===== src/rtl/core/rsfp_pkg.sv =====
// ----------------------------------------------------------------------------
// rsfp_pkg
// Shared types and constants of the radar serial frame parser.
// ----------------------------------------------------------------------------
`default_nettype none

package rsfp_pkg;

  // Frame type bytes
  localparam logic [7:0] TYPE_DISPLAY = 8'd2;
  localparam logic [7:0] TYPE_TGT_A   = 8'd82;
  localparam logic [7:0] TYPE_TGT_B   = 8'd89;
  localparam logic [7:0] TYPE_DRV_ID  = 8'd67;
  localparam logic [7:0] TYPE_SKIP_S  = 8'd34;
  localparam logic [7:0] TYPE_SKIP_L  = 8'd36;

  // Frame geometry
  localparam logic [5:0] DISPLAY_HDR_LEN  = 6'd2;
  localparam logic [5:0] SKIP_S_LEN       = 6'd2;
  localparam logic [5:0] SKIP_L_LEN       = 6'd6;
  localparam logic [7:0] MAX_TARGETS      = 8'd7;
  localparam logic [5:0] BYTES_PER_TARGET = 6'd8;
  localparam logic [7:0] ID_LEN_MASK      = 8'h07;
  localparam logic [5:0] MAX_POSITION     = 6'd59;

  // Frame kind codes
  localparam logic [1:0] KIND_DISPLAY = 2'd0;
  localparam logic [1:0] KIND_TGT_A   = 2'd1;
  localparam logic [1:0] KIND_TGT_B   = 2'd2;
  localparam logic [1:0] KIND_DRV_ID  = 2'd3;

  // Frame status codes
  localparam logic [1:0] ST_OK    = 2'd0;
  localparam logic [1:0] ST_CSUM  = 2'd1;
  localparam logic [1:0] ST_COUNT = 2'd2;

  // One result item
  typedef struct packed {
    logic [1:0] frame_status;
    logic       last_of_frame;
    logic [1:0] frame_kind;
    logic [5:0] byte_position;
    logic [7:0] data_byte;
  } rsfp_result_t;

endpackage

`default_nettype wire


===== src/rtl/core/rsfp_in_stage.sv =====
// ----------------------------------------------------------------------------
// rsfp_in_stage
// Input register: captures one received byte per transaction.
// ----------------------------------------------------------------------------
`default_nettype none

module rsfp_in_stage (
  input  wire logic       clk_i,
  input  wire logic       rst_ni,
  input  wire logic       s_valid_i,
  output logic            s_ready_o,
  input  wire logic [7:0] s_byte_i,
  input  wire logic       take_i,
  output logic            valid_o,
  output logic [7:0]      byte_o
);

  logic       valid_q, valid_d;
  logic [7:0] byte_q;
  logic       accept;

  // Accept when empty or when the held byte leaves this cycle
  assign s_ready_o = !valid_q || take_i;
  assign accept    = s_valid_i && s_ready_o;

  always_comb begin
    valid_d = valid_q;
    if (accept) begin
      valid_d = 1'b1;
    end else if (take_i) begin
      valid_d = 1'b0;
    end
  end

  always_ff @(posedge clk_i or negedge rst_ni) begin
    if (!rst_ni) begin
      valid_q <= 1'b0;
    end else begin
      valid_q <= valid_d;
    end
  end

  // Hold payload
  always_ff @(posedge clk_i) begin
    if (accept) begin
      byte_q <= s_byte_i;
    end
  end

  assign valid_o = valid_q;
  assign byte_o  = byte_q;

endmodule

`default_nettype wire


===== src/rtl/core/rsfp_parser.sv =====
// ----------------------------------------------------------------------------
// rsfp_parser
// Frame state machine: consumes one byte per step and forms the result item.
// ----------------------------------------------------------------------------
`default_nettype none

module rsfp_parser
  import rsfp_pkg::*;
(
  input  wire logic       clk_i,
  input  wire logic       rst_ni,
  input  wire logic       step_i,
  input  wire logic [7:0] byte_i,
  output logic            res_valid_o,
  output rsfp_result_t    res_o
);

  typedef enum logic [2:0] {
    PH_HUNT,
    PH_SKIP,
    PH_BODY,
    PH_FRAMENO,
    PH_COUNT,
    PH_IDSTAT,
    PH_CSUM
  } phase_e;

  phase_e     phase_q, phase_d;
  logic [1:0] kind_q, kind_d;
  logic [5:0] remain_q, remain_d;
  logic [7:0] sum_q, sum_d;
  logic [5:0] pos_q, pos_d;

  logic       emit;
  logic       last;
  logic [1:0] status;
  logic [7:0] sum_base;
  logic [5:0] pos_base;
  logic [5:0] remain_dec;
  logic [5:0] body_len;

  // Count down toward zero, saturating
  assign remain_dec = (remain_q != 6'd0) ? remain_q - 6'd1 : 6'd0;
  assign body_len   = {3'b000, byte_i[2:0]} * BYTES_PER_TARGET;

  always_comb begin
    phase_d  = phase_q;
    kind_d   = kind_q;
    remain_d = remain_q;
    emit     = 1'b0;
    last     = 1'b0;
    status   = ST_OK;
    sum_base = sum_q;
    pos_base = pos_q;

    case (phase_q)
      PH_SKIP: begin
        remain_d = remain_dec;
        if (remain_dec == 6'd0) begin
          phase_d = PH_HUNT;
        end
      end
      PH_BODY: begin
        emit     = 1'b1;
        remain_d = remain_dec;
        if (remain_dec == 6'd0) begin
          phase_d = PH_CSUM;
        end
      end
      PH_FRAMENO: begin
        emit    = 1'b1;
        phase_d = PH_COUNT;
      end
      PH_COUNT: begin
        emit = 1'b1;
        if (byte_i > MAX_TARGETS) begin
          last    = 1'b1;
          status  = ST_COUNT;
          phase_d = PH_HUNT;
        end else begin
          remain_d = body_len;
          phase_d  = (byte_i[2:0] == 3'd0) ? PH_CSUM : PH_BODY;
        end
      end
      PH_IDSTAT: begin
        emit     = 1'b1;
        remain_d = {3'b000, byte_i[2:0] & ID_LEN_MASK[2:0]};
        phase_d  = (byte_i[2:0] == 3'd0) ? PH_CSUM : PH_BODY;
      end
      PH_CSUM: begin
        emit    = 1'b1;
        last    = 1'b1;
        status  = (sum_q + byte_i == 8'd0) ? ST_OK : ST_CSUM;
        phase_d = PH_HUNT;
      end
      default: begin
        // Hunt for a type byte; a new frame restarts sum and position
        phase_d  = PH_HUNT;
        sum_base = 8'd0;
        pos_base = 6'd0;
        case (byte_i)
          TYPE_DISPLAY: begin
            emit     = 1'b1;
            kind_d   = KIND_DISPLAY;
            remain_d = DISPLAY_HDR_LEN;
            phase_d  = PH_BODY;
          end
          TYPE_TGT_A: begin
            emit    = 1'b1;
            kind_d  = KIND_TGT_A;
            phase_d = PH_FRAMENO;
          end
          TYPE_TGT_B: begin
            emit    = 1'b1;
            kind_d  = KIND_TGT_B;
            phase_d = PH_FRAMENO;
          end
          TYPE_DRV_ID: begin
            emit    = 1'b1;
            kind_d  = KIND_DRV_ID;
            phase_d = PH_IDSTAT;
          end
          TYPE_SKIP_S: begin
            remain_d = SKIP_S_LEN;
            phase_d  = PH_SKIP;
          end
          TYPE_SKIP_L: begin
            remain_d = SKIP_L_LEN;
            phase_d  = PH_SKIP;
          end
          default: begin
            // drop the byte
          end
        endcase
      end
    endcase

    // Accumulate the frame sum and advance the position on emitted bytes
    sum_d = emit ? sum_base + byte_i : sum_base;
    pos_d = emit ? pos_base + 6'd1 : pos_base;
  end

  always_ff @(posedge clk_i or negedge rst_ni) begin
    if (!rst_ni) begin
      phase_q  <= PH_HUNT;
      kind_q   <= KIND_DISPLAY;
      remain_q <= 6'd0;
      sum_q    <= 8'd0;
      pos_q    <= 6'd0;
    end else if (step_i) begin
      phase_q  <= phase_d;
      kind_q   <= kind_d;
      remain_q <= remain_d;
      sum_q    <= sum_d;
      pos_q    <= pos_d;
    end
  end

  // Form the result item
  assign res_valid_o          = step_i && emit;
  assign res_o.data_byte      = byte_i;
  assign res_o.byte_position  = pos_base;
  assign res_o.frame_kind     = kind_d;
  assign res_o.last_of_frame  = last;
  assign res_o.frame_status   = status;

endmodule

`default_nettype wire


===== src/rtl/core/rsfp_out_stage.sv =====
// ----------------------------------------------------------------------------
// rsfp_out_stage
// Result register: holds one result item until the downstream takes it.
// ----------------------------------------------------------------------------
`default_nettype none

module rsfp_out_stage
  import rsfp_pkg::*;
(
  input  wire logic          clk_i,
  input  wire logic          rst_ni,
  input  wire logic          step_i,
  input  wire logic          res_valid_i,
  input  wire rsfp_result_t  res_i,
  output logic               can_load_o,
  output logic               m_valid_o,
  input  wire logic          m_ready_i,
  output rsfp_result_t       m_res_o
);

  logic         valid_q, valid_d;
  rsfp_result_t res_q;

  // Free when empty or when the held item leaves this cycle
  assign can_load_o = !valid_q || m_ready_i;

  always_comb begin
    valid_d = valid_q;
    if (can_load_o) begin
      valid_d = step_i && res_valid_i;
    end
  end

  always_ff @(posedge clk_i or negedge rst_ni) begin
    if (!rst_ni) begin
      valid_q <= 1'b0;
    end else begin
      valid_q <= valid_d;
    end
  end

  // Load payload
  always_ff @(posedge clk_i) begin
    if (can_load_o && step_i && res_valid_i) begin
      res_q <= res_i;
    end
  end

  assign m_valid_o = valid_q;
  assign m_res_o   = res_q;

endmodule

`default_nettype wire


===== src/rtl/core/radar_serial_frame_parser_top.sv =====
// ----------------------------------------------------------------------------
// radar_serial_frame_parser_top
// Radar serial frame parser: tags the bytes of kept frames with position,
// kind and status.
// ----------------------------------------------------------------------------
// The block takes one received byte per transaction and can take a new byte
// in every clock cycle. Each byte passes an input register, one step of the
// frame state machine and a result register, so a result transaction is
// offered once its byte has left the input register and passed that step.
// Bytes of skipped frames and bytes outside any frame produce no result.
// The output register frees itself in the cycle its transaction completes,
// so full rate holds as long as the downstream keeps m_axis_tready high;
// when it stalls, input is held off after one byte.
`default_nettype none

module radar_serial_frame_parser_top
  import rsfp_pkg::*;
(
  input  wire logic        clk_i,
  input  wire logic        rst_ni,
  input  wire logic        s_axis_tvalid,
  output logic             s_axis_tready,
  input  wire logic [7:0]  s_axis_tdata,   // [7:0] rx_byte
  output logic             m_axis_tvalid,
  input  wire logic        m_axis_tready,
  output logic [15:0]      m_axis_tdata,   // [7:0] data_byte, [13:8] byte_position, [15:14] 0
  output logic             m_axis_tlast,   // last_of_frame
  output logic [3:0]       m_axis_tuser    // [1:0] frame_kind, [3:2] frame_status
);

  logic         in_valid;
  logic [7:0]   in_byte;
  logic         can_load;
  logic         step;
  logic         res_valid;
  rsfp_result_t res;
  rsfp_result_t out_res;

  // Advance one byte when the result register can take its result
  assign step = in_valid && can_load;

  rsfp_in_stage u_in (
    .clk_i     (clk_i),
    .rst_ni    (rst_ni),
    .s_valid_i (s_axis_tvalid),
    .s_ready_o (s_axis_tready),
    .s_byte_i  (s_axis_tdata),
    .take_i    (step),
    .valid_o   (in_valid),
    .byte_o    (in_byte)
  );

  rsfp_parser u_parser (
    .clk_i       (clk_i),
    .rst_ni      (rst_ni),
    .step_i      (step),
    .byte_i      (in_byte),
    .res_valid_o (res_valid),
    .res_o       (res)
  );

  rsfp_out_stage u_out (
    .clk_i       (clk_i),
    .rst_ni      (rst_ni),
    .step_i      (step),
    .res_valid_i (res_valid),
    .res_i       (res),
    .can_load_o  (can_load),
    .m_valid_o   (m_axis_tvalid),
    .m_ready_i   (m_axis_tready),
    .m_res_o     (out_res)
  );

  // Pack the result transaction
  assign m_axis_tdata = {2'b00, out_res.byte_position, out_res.data_byte};
  assign m_axis_tlast = out_res.last_of_frame;
  assign m_axis_tuser = {out_res.frame_status, out_res.frame_kind};

  // A non-ok status only ever marks the final byte of a frame
  assert property (@(posedge clk_i) disable iff (!rst_ni)
    (res_valid && res.frame_status != ST_OK) |-> res.last_of_frame)
    else $error("frame status set on a byte that is not last");

  // Position zero is always a recognized type byte and never ends a frame
  assert property (@(posedge clk_i) disable iff (!rst_ni)
    (res_valid && res.byte_position == 6'd0) |->
      (!res.last_of_frame &&
       (res.data_byte == TYPE_DISPLAY || res.data_byte == TYPE_TGT_A ||
        res.data_byte == TYPE_TGT_B || res.data_byte == TYPE_DRV_ID)))
    else $error("frame start without a kept type byte");

  // Frames never grow past the longest layout
  assert property (@(posedge clk_i) disable iff (!rst_ni)
    res_valid |-> (res.byte_position <= MAX_POSITION))
    else $error("byte position beyond frame length");

  // Hold a pending result steady while the downstream stalls
  assert property (@(posedge clk_i) disable iff (!rst_ni)
    (m_axis_tvalid && !m_axis_tready) |=> (m_axis_tvalid && $stable(m_axis_tdata)))
    else $error("pending result lost or changed under stall");

endmodule

`default_nettype wire

===== config.mk =====
export PLATFORM = sky130hd
export DESIGN_NAME = radar_serial_frame_parser_top
export DESIGN_NICKNAME = d
export VERILOG_FILES = /design/src/rtl/core/rsfp_pkg.sv /design/src/rtl/core/rsfp_in_stage.sv /design/src/rtl/core/rsfp_parser.sv /design/src/rtl/core/rsfp_out_stage.sv /design/src/rtl/core/radar_serial_frame_parser_top.sv
export SDC_FILE = /design/constraint.sdc
export NUM_CORES = 1
export LEC_CHECK = 0
export ABC_CLOCK_PERIOD_IN_PS = 3500
export BUFFER_PORTS_ARGS = -buffer_cell sky130_fd_sc_hd__buf_4
export CORE_MARGIN = 4
export CORE_UTILIZATION = 50
export DETAILED_ROUTE_END_ITERATION = 10
export PLACE_DENSITY = 0.77
export SYNTH_ARGS = -nofsm -noshare
export SYNTH_HDL_FRONTEND = slang
export SYNTH_SLANG_ARGS = --single-unit

===== constraint.sdc =====
create_clock -name clk_i -period 3.5 [get_ports clk_i]
set_input_delay 1.05 -clock clk_i [delete_from_list [all_inputs] [get_ports clk_i]]
set_output_delay 1.05 -clock clk_i [all_outputs]
set_load 0.02 [all_outputs]

# Yosys cells after proc, flatten, opt, wreduce, memory -nomap -nowiden
# Cells that the tools add are included.
# classes
add_sub_neg	4
n_lt_le_gt_ge	1
eq_ne	15
muxes	25
bitwise	1
reduce_logical	26
# op_table
cell	n
8-bit by 7-bit == test with 1-bit output, second input constant	3
6-bit 2-to-1 mux	4
6-bit case mux with 4 select lines	1
3-bit case mux with 6 select lines	1
8-bit adder	2
8-bit by 6-bit == test with 1-bit output, second input constant	2
8-bit 2-to-1 mux	2
3-bit 2-to-1 mux	4
3-bit case mux with 4 select lines	1
6-bit case mux with 2 select lines	1
2-bit OR reduction	5
3-bit == test, second input constant	3
8-bit by 2-bit == test with 1-bit output, second input constant	1
8-bit by 3-bit > comparator with 1-bit output, second input constant	1
8-bit logical NOT	1
2-bit case mux with 4 select lines	1
6-bit by 1-bit adder with 6-bit output, second input constant	1
3-bit by 2-bit == test with 1-bit output, second input constant	2
1-bit logical AND	6
6-bit logical NOT	1
6-bit nonzero test	1
6-bit OR reduction	1
6-bit by 1-bit subtractor with 6-bit output, second input constant	1
1-bit 2-to-1 mux	5
16 further kinds	21
# word_totals
register_bits	54
in_bits	12
output_inout_bits	23
elab_cells	85

# Logic depth before layout (Yosys ltp)
# Gate-level depths: netlist of run 1.
# depth
word_depth	6
mapped_depth	14
ltp_nobuf	12

# Hierarchy
# From an unflattened synthesis of run 1, not the netlist that was laid out.
# hier_totals
hier_cells	343
hier_area_um2	3554.7
# modules_own_cells
module	instances	cells_per_inst	area_each_um2	seq_area_each_um2
rsfp_parser	1	303	2605.0	625.6
rsfp_out_stage	1	24	630.6	595.6
rsfp_in_stage	1	12	294.0	265.3
radar_serial_frame_parser_top	1	4	25.0	0.0

# Worst setup path before layout of run 1
# Ideal clock, no wire load.
# synth_path
path_type	reg-to-reg
startpoint	register u_parser.phase_q[1]
endpoint	register u_parser.sum_q[6]
setup_ps	122
arrival_ps	2755
required_ps	3378
slack_ps	622
stages_incl_launch_ff	15
n_path_buf	2
synth_period_minus_slack_ps	2878
cell_sequence	dfrtp_1 clkbuf_1 nor3_1 nor2_1 clkbuf_1 and2_1 ha_1 inv_1 fa_1 nor2b_1 o21ai_0 a21oi_1 o21a_1 o21ai_0 a32o_1
# synth_via
elab_chain_cells	5
elab_cells_between_ends	12
cone_classes	add/sub (1); eq/ne (6); mux (3); reduce/logical (2)
# synth_rtl
element	line_no	rtl
start, declared	rsfp_parser.sv:28	phase_e phase_q, phase_d;
start signal, assigned	rsfp_parser.sv:151	phase_q <= phase_d;
3-bit by 1-bit == test with 1-bit output (tied with other cells)	rsfp_parser.sv:56	case (phase_q)
6-bit OR reduction (no line)	-	
8-bit 2-to-1 mux	rsfp_parser.sv:56	
8-bit adder	rsfp_parser.sv:139	sum_d = emit ? sum_base + byte_i : sum_base;
8-bit 2-to-1 mux *	rsfp_parser.sv:139	
end signal, assigned	rsfp_parser.sv:154	sum_q <= sum_d;
end, declared	rsfp_parser.sv:31	logic [7:0] sum_q, sum_d;
# Mark *: on every way between the ends. The rest lies on a longest branch, timed or not.
# A chain may end at the register's enable or synchronous reset.

# Final worst setup path of run 1
# layout_path
startpoint	register u_parser.phase_q[0]
endpoint	register u_parser.sum_q[6]
# Same word-level chain as after synthesis.

==> impl_results.md, run 1 <==
- Synth unique cells: 63
- Remaining routing DRC violations: 0
- Pwr Density: 536 nW/um2
- First-pass GRT wire length: 12100 um
- CTS Sinks: 54
- H-tree depth: 2
- I/O pins: 35
- Crit Path Category: flip-flop to flip-flop
- Status: completed
- Input/output buffers: 32
- Slew Limit Fails: 0
- Top post-synthesis cells by area: edfxtp_1, dfrtp_1, ha_1, o21ai_0, and2_1
- Int Power: 0.00120 W
- Worst skew pair latency: 310 ps
- All-layer global routing usage: 19.8%
- GR Overflow Total: 0
- Final Critical Period: 2940 ps
- Via Count: 2726
- Antenna-violating nets left: 0
- Period utilisation layout: 84.0%
- Share of layout cells above drive strength 1: 16.6%
- Resize count post-CTS: 0
- Slew HR: 63.0%
- Final Hold Vio Count: 0
- Area Growth Syn to Fin: 12.3%
- Met2 WL post-DR: 3690 um
- Share of the synthesized area in the top cell type: 24.6%
- Fill count: 553
- Clk root buf: clkbuf_8
- Post-synth top cells: dfrtp_1, edfxtp_1, o21ai_0, nand2_1, nor2_1
- PnR worst setup slack: 559 ps
- Seq cells post-synth: 54
- Routed WL per cell: 17.2 um
- Psw: 0.000777 W
- Worst hold stages: 2
- Seq/Total Area, Yosys: 45.2%
- Mapped Cells: 327
- Post-synthesis async set-or-reset flop share: 50.0%
- CTS tree: built
- CP max FO: 12
- Met3 Wirelength: 487 um
- Maximum number of pins on one net before global-route repair: 28
- Clock-pin slew on the worst setup and hold paths: 100 ps
- Clk pwr share: 17.6%
- CP Launch Type: flip-flop
- CTS Buf Count: 5
- # Post-CTS Setup Buffers: 0
- Commonest register cell after synthesis: edfxtp_1
- Row cnt: 29
- DRT Pass-1 Iters: 5
- Dpl ws: 615 ps
- DP HPWL: 5500 um
- Worst path arrival time: 3150 ps
- Setup_tns: 0 ps
- Crit-path slowest cell: dfrtp_1
- RSZ-0062 raised after global routing: no
- Top Layer Used: met4
- Die Footprint: 7940 um2
- Core area: 6390 um2
- Inst Count DP: 430
- Switching Share: 39.2%
- Post-Route M1 WL: 3240 um
- Area leader, netlist: edfxtp_1
- Number of global-route vias before repair: 2561
- Worst setup EP type: flip-flop
- Comb power frac: 38.6%
- CP required: 3700 ps
- Non-Filler Instances: 438
- LEAKAGE: 1.55 nW
- Worst VDD drop: 217 uV
- Die W: 89.1 um
- Max-Cap Viols: 0
- Reg power frac: 43.8%
- First-iteration detailed-routing DRC count: 320
- EDFF count, synth: 27
- Worst stage delay on the critical path: 510 ps
- Crit path cell chain: and3_1 > nor2_1 > and2_1 > ha_1 > inv_1 > fa_1 > nor2b_1 > o21ai_0 > a21oi_1 > o21a_1 > o21ai_0 > a32o_1
- # diodes: 0
- Antenna violations before repair: 0
- GPL Wtd Cong: 0.926
- Fin nets: 392
- Max clock buf depth: 2
- Initial Util: 51.5%
- Cell Area, Synth: 3290 um2
- Hold-fix buffers at CTS: 0
- Synthesized area per cell: 10.1 um2
- Worst path most repeated cell: o21ai_0
- Slew @ Worst Pin: 549 ps
- R2R cell count: 12
- Hold Path Class: flip-flop to flip-flop
- Skew final: 5.99 ps
- YS warnings: 0
- Final setup viols: 0
- Via/cell ratio: 6.22
- Die height: 89.1 um
- Total routed wirelength: 7520 um
- Peak Freq: 340 MHz
==> placed cells by master (no fill, tap or decap), types with 4 or more instances in the layout <==
cell       count
nand3_1       11
nand2_1       21
edfxtp_1      27
inv_1         17
a22o_1         7
xnor2_1        9
buf_4         38
or3_1          4
nand2b_1       7
a31oi_1        4
nor4_1         6
nand4_1        6
mux2i_1        4
ha_1          18
nor2_1        19
dfrtp_1       27
o2111ai_1      5
a21o_1         5
a32o_1         4
and2_1        13
clkbuf_8       5
nor3_1         8
o21ai_0       22
a21oi_1       16
==> final timing paths <==
path / from / to / slack, ps
worst max register to register: u_parser.phase_q[0] / u_parser.sum_q[6] / 560
worst min-delay path: u_parser.kind_q[1] / u_parser.kind_q[1] / 520
max in group asynchronous: rst_ni / u_out.m_valid_o / 2570
worst max-delay path: u_parser.phase_q[0] / u_parser.sum_q[6] / 560
min in group asynchronous: rst_ni / u_parser.remain_q[1] / 650
worst min register to register: u_parser.kind_q[1] / u_parser.kind_q[1] / 520
==> metal layers <==
metal / GRT usage [%] / up-vias
li1: - / 1287
met1: 26.5 / 1323
met2: 32.7 / 106
met3: 3.32 / 10
met4: 6.36 / 0
met5: 0 / -
==> final cells by class <==
class                           count  area (um2)  area share [%]
Multi-Input combinational cell    243        1670            45.3
Sequential cell                    54        1490            40.2
Timing Repair Buffer               38         285            7.72
Tap cell                           77        96.3            2.61
Clock buffer                        5        68.8            1.86
Inverter                           18        67.6            1.83
Clock inverter                      3        16.3           0.440
==> state kept, by name, indices dropped and copies added (netlist names) <==
register,count
u_out.m_valid_o,1
u_in.valid_o,1
u_parser.phase_q,3
u_out.m_res_o,19
u_parser.kind_q,2
u_in.byte_o,8
u_parser.pos_q,6
u_parser.sum_q,8
u_parser.remain_q,6
==> cells by family (layout without fill, tap and decap cells) <==
group / after synthesis / after routing / share of synthesized area (%)
buf+inv: 31 / 64 / 4.03
xor+xnor: 10 / 10 / 2.66
compound gates: 90 / 90 / 19.1
flops: 54 / 54 / 45.2
fa+ha+maj: 20 / 20 / 8.06
simple gates: 116 / 116 / 19.2
mux: 5 / 5 / 1.56
other cells: 1 / 2 / 0.114
==> power by group through the flow <==
| stage | sequential [W] | clock, W | combinational [W] |
|---|---|---|---|
| after floorplan | 0.000867 | 0 | 0.000547 |
| final | 0.000866 | 0.000349 | 0.000765 |
| after global routing | 0.000878 | 0.000385 | 0.000846 |
| after detailed placement | 0.000877 | 0 | 0.000758 |
| after CTS | 0.000864 | 0.000357 | 0.000761 |
| after global placement | 0.000871 | 0 | 0.000730 |
==> worst max-delay path: cells and delay by family (launching register included) <==
family | cells | cell delay (ps)
and+or+nand+nor | 4 | 870
AOI/OAI and AO/OA | 5 | 850
adders and majority gates | 2 | 560
DFF | 1 | 510
buffers and inverters | 1 | 60
==> metrics by stage <==
step	area, um2	utilization, %	hold slack (ps)	power [W]
2_1_floorplan	3290	-	465	0.00141
3_3_place_gp	3610	56.5	484	0.00160
3_5_place_dp	3610	56.5	491	0.00163
4_1_cts	3690	57.9	515	0.00198
5_1_grt	3690	57.9	558	0.00211
6_report	3690	57.9	517	0.00198
(Power assumes the default switching activity.)
==> inputs of run 2 (changes only) <==
ABC_AREA = 1   (was default)
ABC_CLOCK_PERIOD_IN_PS = 2400   (was 3500)
PLACE_DENSITY = 0.79   (was 0.77)
clock period = 2.4 ns   (was 3.5 ns; I/O delays follow)
==> run 2 against run 1 <==
Clock-buffer cell count grew 1. Clock power grew 42%. Global-route usage shrank 0.29 points. Sequential share of layout area shrank 3.3 points. Cell count grew 30%. Synthesized area grew 5.5%. Critical endpoint unchanged. Worst hold slack lost 200 ps. Wire length grew 2.4%. Sequential power grew 50%. Largest cell class unchanged. Largest power group is now combinational logic. Worst setup slack lost 480 ps.
==> impl_results.md, run 2 <==
- Status: completed
- Slew Limit Fails: 0
- Seq/Total Area, Yosys: 42.8%
- Synth unique cells: 39
- Input/output buffers: 32
- Most common cell in the netlist: nand2_1
- Remaining routing DRC violations: 0
- First-iteration detailed-routing DRC count: 196
- Seq cells post-synth: 54
- All-layer global routing usage: 19.5%
- Post-synth top cells: nand2_1, inv_1, nand3_1, dfrtp_1, edfxtp_1
- Peak Freq: 432 MHz
- Core area: 6760 um2
- Worst path arrival time: 2520 ps
- DP HPWL: 5680 um
- YS warnings: 0
- Maximum number of pins on one net before global-route repair: 28
- DRT Pass-1 Iters: 4
- CTS tree: built
- Placed Area: 3800 um2
- Die W: 91.3 um
- Most frequent cells in the layout: nand2_1, inv_1, buf_4, nand3_1, edfxtp_1
- Design Area, Final: 4020 um2
- Share of layout cells above drive strength 1: 19.9%
- I/O pins: 35
- GPL Wtd Cong: 1.02
- Clock-pin slew on the worst setup and hold paths: 90 ps
- Max-Cap Viols: 0
- Worst skew pair latency: 310 ps
- Final Hold Vio Count: 0
- Initial Util: 51.4%
- Mapped Cells: 441
- Antenna violations before repair: 0
- Via/cell ratio: 5.27
- Hold slack: 316 ps
- Final Critical Period: 2320 ps
- Total routed wirelength: 7700 um
- Final setup viols: 0
- Max reg flops: 19
- Routed WL per cell: 13.6 um
- Via Count: 2995
- CP Launch Type: flip-flop
- Antenna-violating nets left: 0
- RSZ-0062 raised after global routing: yes
- CTS Sinks: 54
- Hold Path Class: primary input to async pin
- Share of the synthesized area in the top cell type: 23.4%
- Skew final: 7.66 ps
- EDFF count, synth: 27
- First-pass GRT wire length: 13300 um
- Clk root buf: clkbuf_8
- Worst setup EP type: flip-flop
- CP required: 2600 ps
- Commonest register cell after synthesis: edfxtp_1
- Period utilisation layout: 96.6%
- Max clock buf depth: 2
- Top post-synthesis cells by area: edfxtp_1, dfrtp_1, nand2_1, ha_1, inv_1
- Cell Area, Synth: 3470 um2
- Crit Path Category: flip-flop to flip-flop
- CTS Buf Count: 5
- Post-synthesis async set-or-reset flop share: 50.0%
- CP max FO: 6
- GR Overflow Total: 0
- Number of global-route vias before repair: 2962
- Area leader, netlist: edfxtp_1
- Die height: 91.3 um
- # diodes: 0
- Fin nets: 519
- Row cnt: 30
- Area Growth Syn to Fin: 15.9%
- H-tree depth: 2
- Pwr Density: 817 nW/um2
- LEAKAGE: 2.10 nW
- Die Footprint: 8340 um2
- Worst VDD drop: 510 uV
- Synthesized area per cell: 7.87 um2
- Most common cell after layout, fill and taps aside: nand2_1
run 2: critical path, stage by stage, from the launching register on:
cell and delay [ps]:
dfrtp_2 460, inv_2 110, nand2_1 110, nand3_4 110, nand2_1 50, inv_1 70, ha_2 180, inv_1 60
fa_2 360, inv_2 70, nand4_1 100, o211ai_1 160, xnor2_1 180, nand2_1 70, nand3_1 70, nand2_1 50
run 2: cell families (layout without fill, tap and decap cells):
family	after synthesis	count (layout)	share of synthesized area (%)
other cells	1	2	0.108
buf+inv	70	116	8.83
xor+xnor	13	13	3.28
fa+ha+maj	20	20	7.64
flops	54	54	42.8
compound gates	41	41	6.71
simple gates	242	242	30.6
run 2: final cells by class:
| class | instances | area [um2] |
|---|---|---|
| clock inverters | 2 | 13.8 |
| fillers | 602 | 2730 |
| inverters | 62 | 233 |
| flip-flops and latches | 54 | 1490 |
| repair buffers | 46 | 358 |
| clock buffers | 6 | 72.6 |
| multi-input cells | 318 | 1760 |
| well taps | 80 | 100 |
run 2: per-stage QoR:
step | TNS (ps) | setup WS [ps] | utilization [%] | total power [W] | cells
floorplan | 0 | 249 | - | 0.00235 | 442
global placement | 0 | 169 | 56.2 | 0.00263 | 552
detailed placement | 0 | 11.2 | 56.2 | 0.00269 | 552
CTS | 0 | 41.1 | 57.9 | 0.00321 | 563
global route | -190 | -160 | 59.6 | 0.00357 | 568
finish | 0 | 82.7 | 59.6 | 0.00329 | 568
run 2: path summary, 6_finish.rpt:
| path | slack [ps] | to | startpoint | cells after the start |
|---|---|---|---|---|
| max | 80 | u_parser.sum_q[6] | u_parser.phase_q[1] | 15 |
| min | 320 | u_parser.remain_q[1] | rst_ni | 1 |
| max reg2reg | 80 | u_parser.sum_q[6] | u_parser.phase_q[1] | 15 |
| min reg2reg | 500 | u_parser.remain_q[5] | u_parser.remain_q[5] | 2 |
| max in group asynchronous | 1790 | u_parser.phase_q[1] | rst_ni | 1 |
| min in group clk_i | 500 | u_parser.remain_q[5] | u_parser.remain_q[5] | 2 |
run 2: repair_timing:
| action | CTS | global route |
|---|---|---|
| endpoints found under the hold margin | 0 | 0 |
| resized for setup | 1 | 12 |
| setup endpoints to repair | 1 | 4 |
| setup buffers | 3 | 5 |
| hold buffers | 0 | 0 |
| pin swaps | 0 | 1 |
run 2: report_power, final:
part | internal, W | total, W | switching [W]
registers | 0.00116 | 0.00130 | 0.000141
clock network | 0.000206 | 0.000496 | 0.000289
logic | 0.000587 | 0.00149 | 0.000903
total | 0.00196 | 0.00329 | 0.00133
run 2: metal layers:
layer / GRT usage (%) / share of wire, %
met1: 24.9 / 43
met3: 4.06 / 5.3
met5: 0 / 0
met2: 32.3 / 49
met4: 7.41 / 2.2
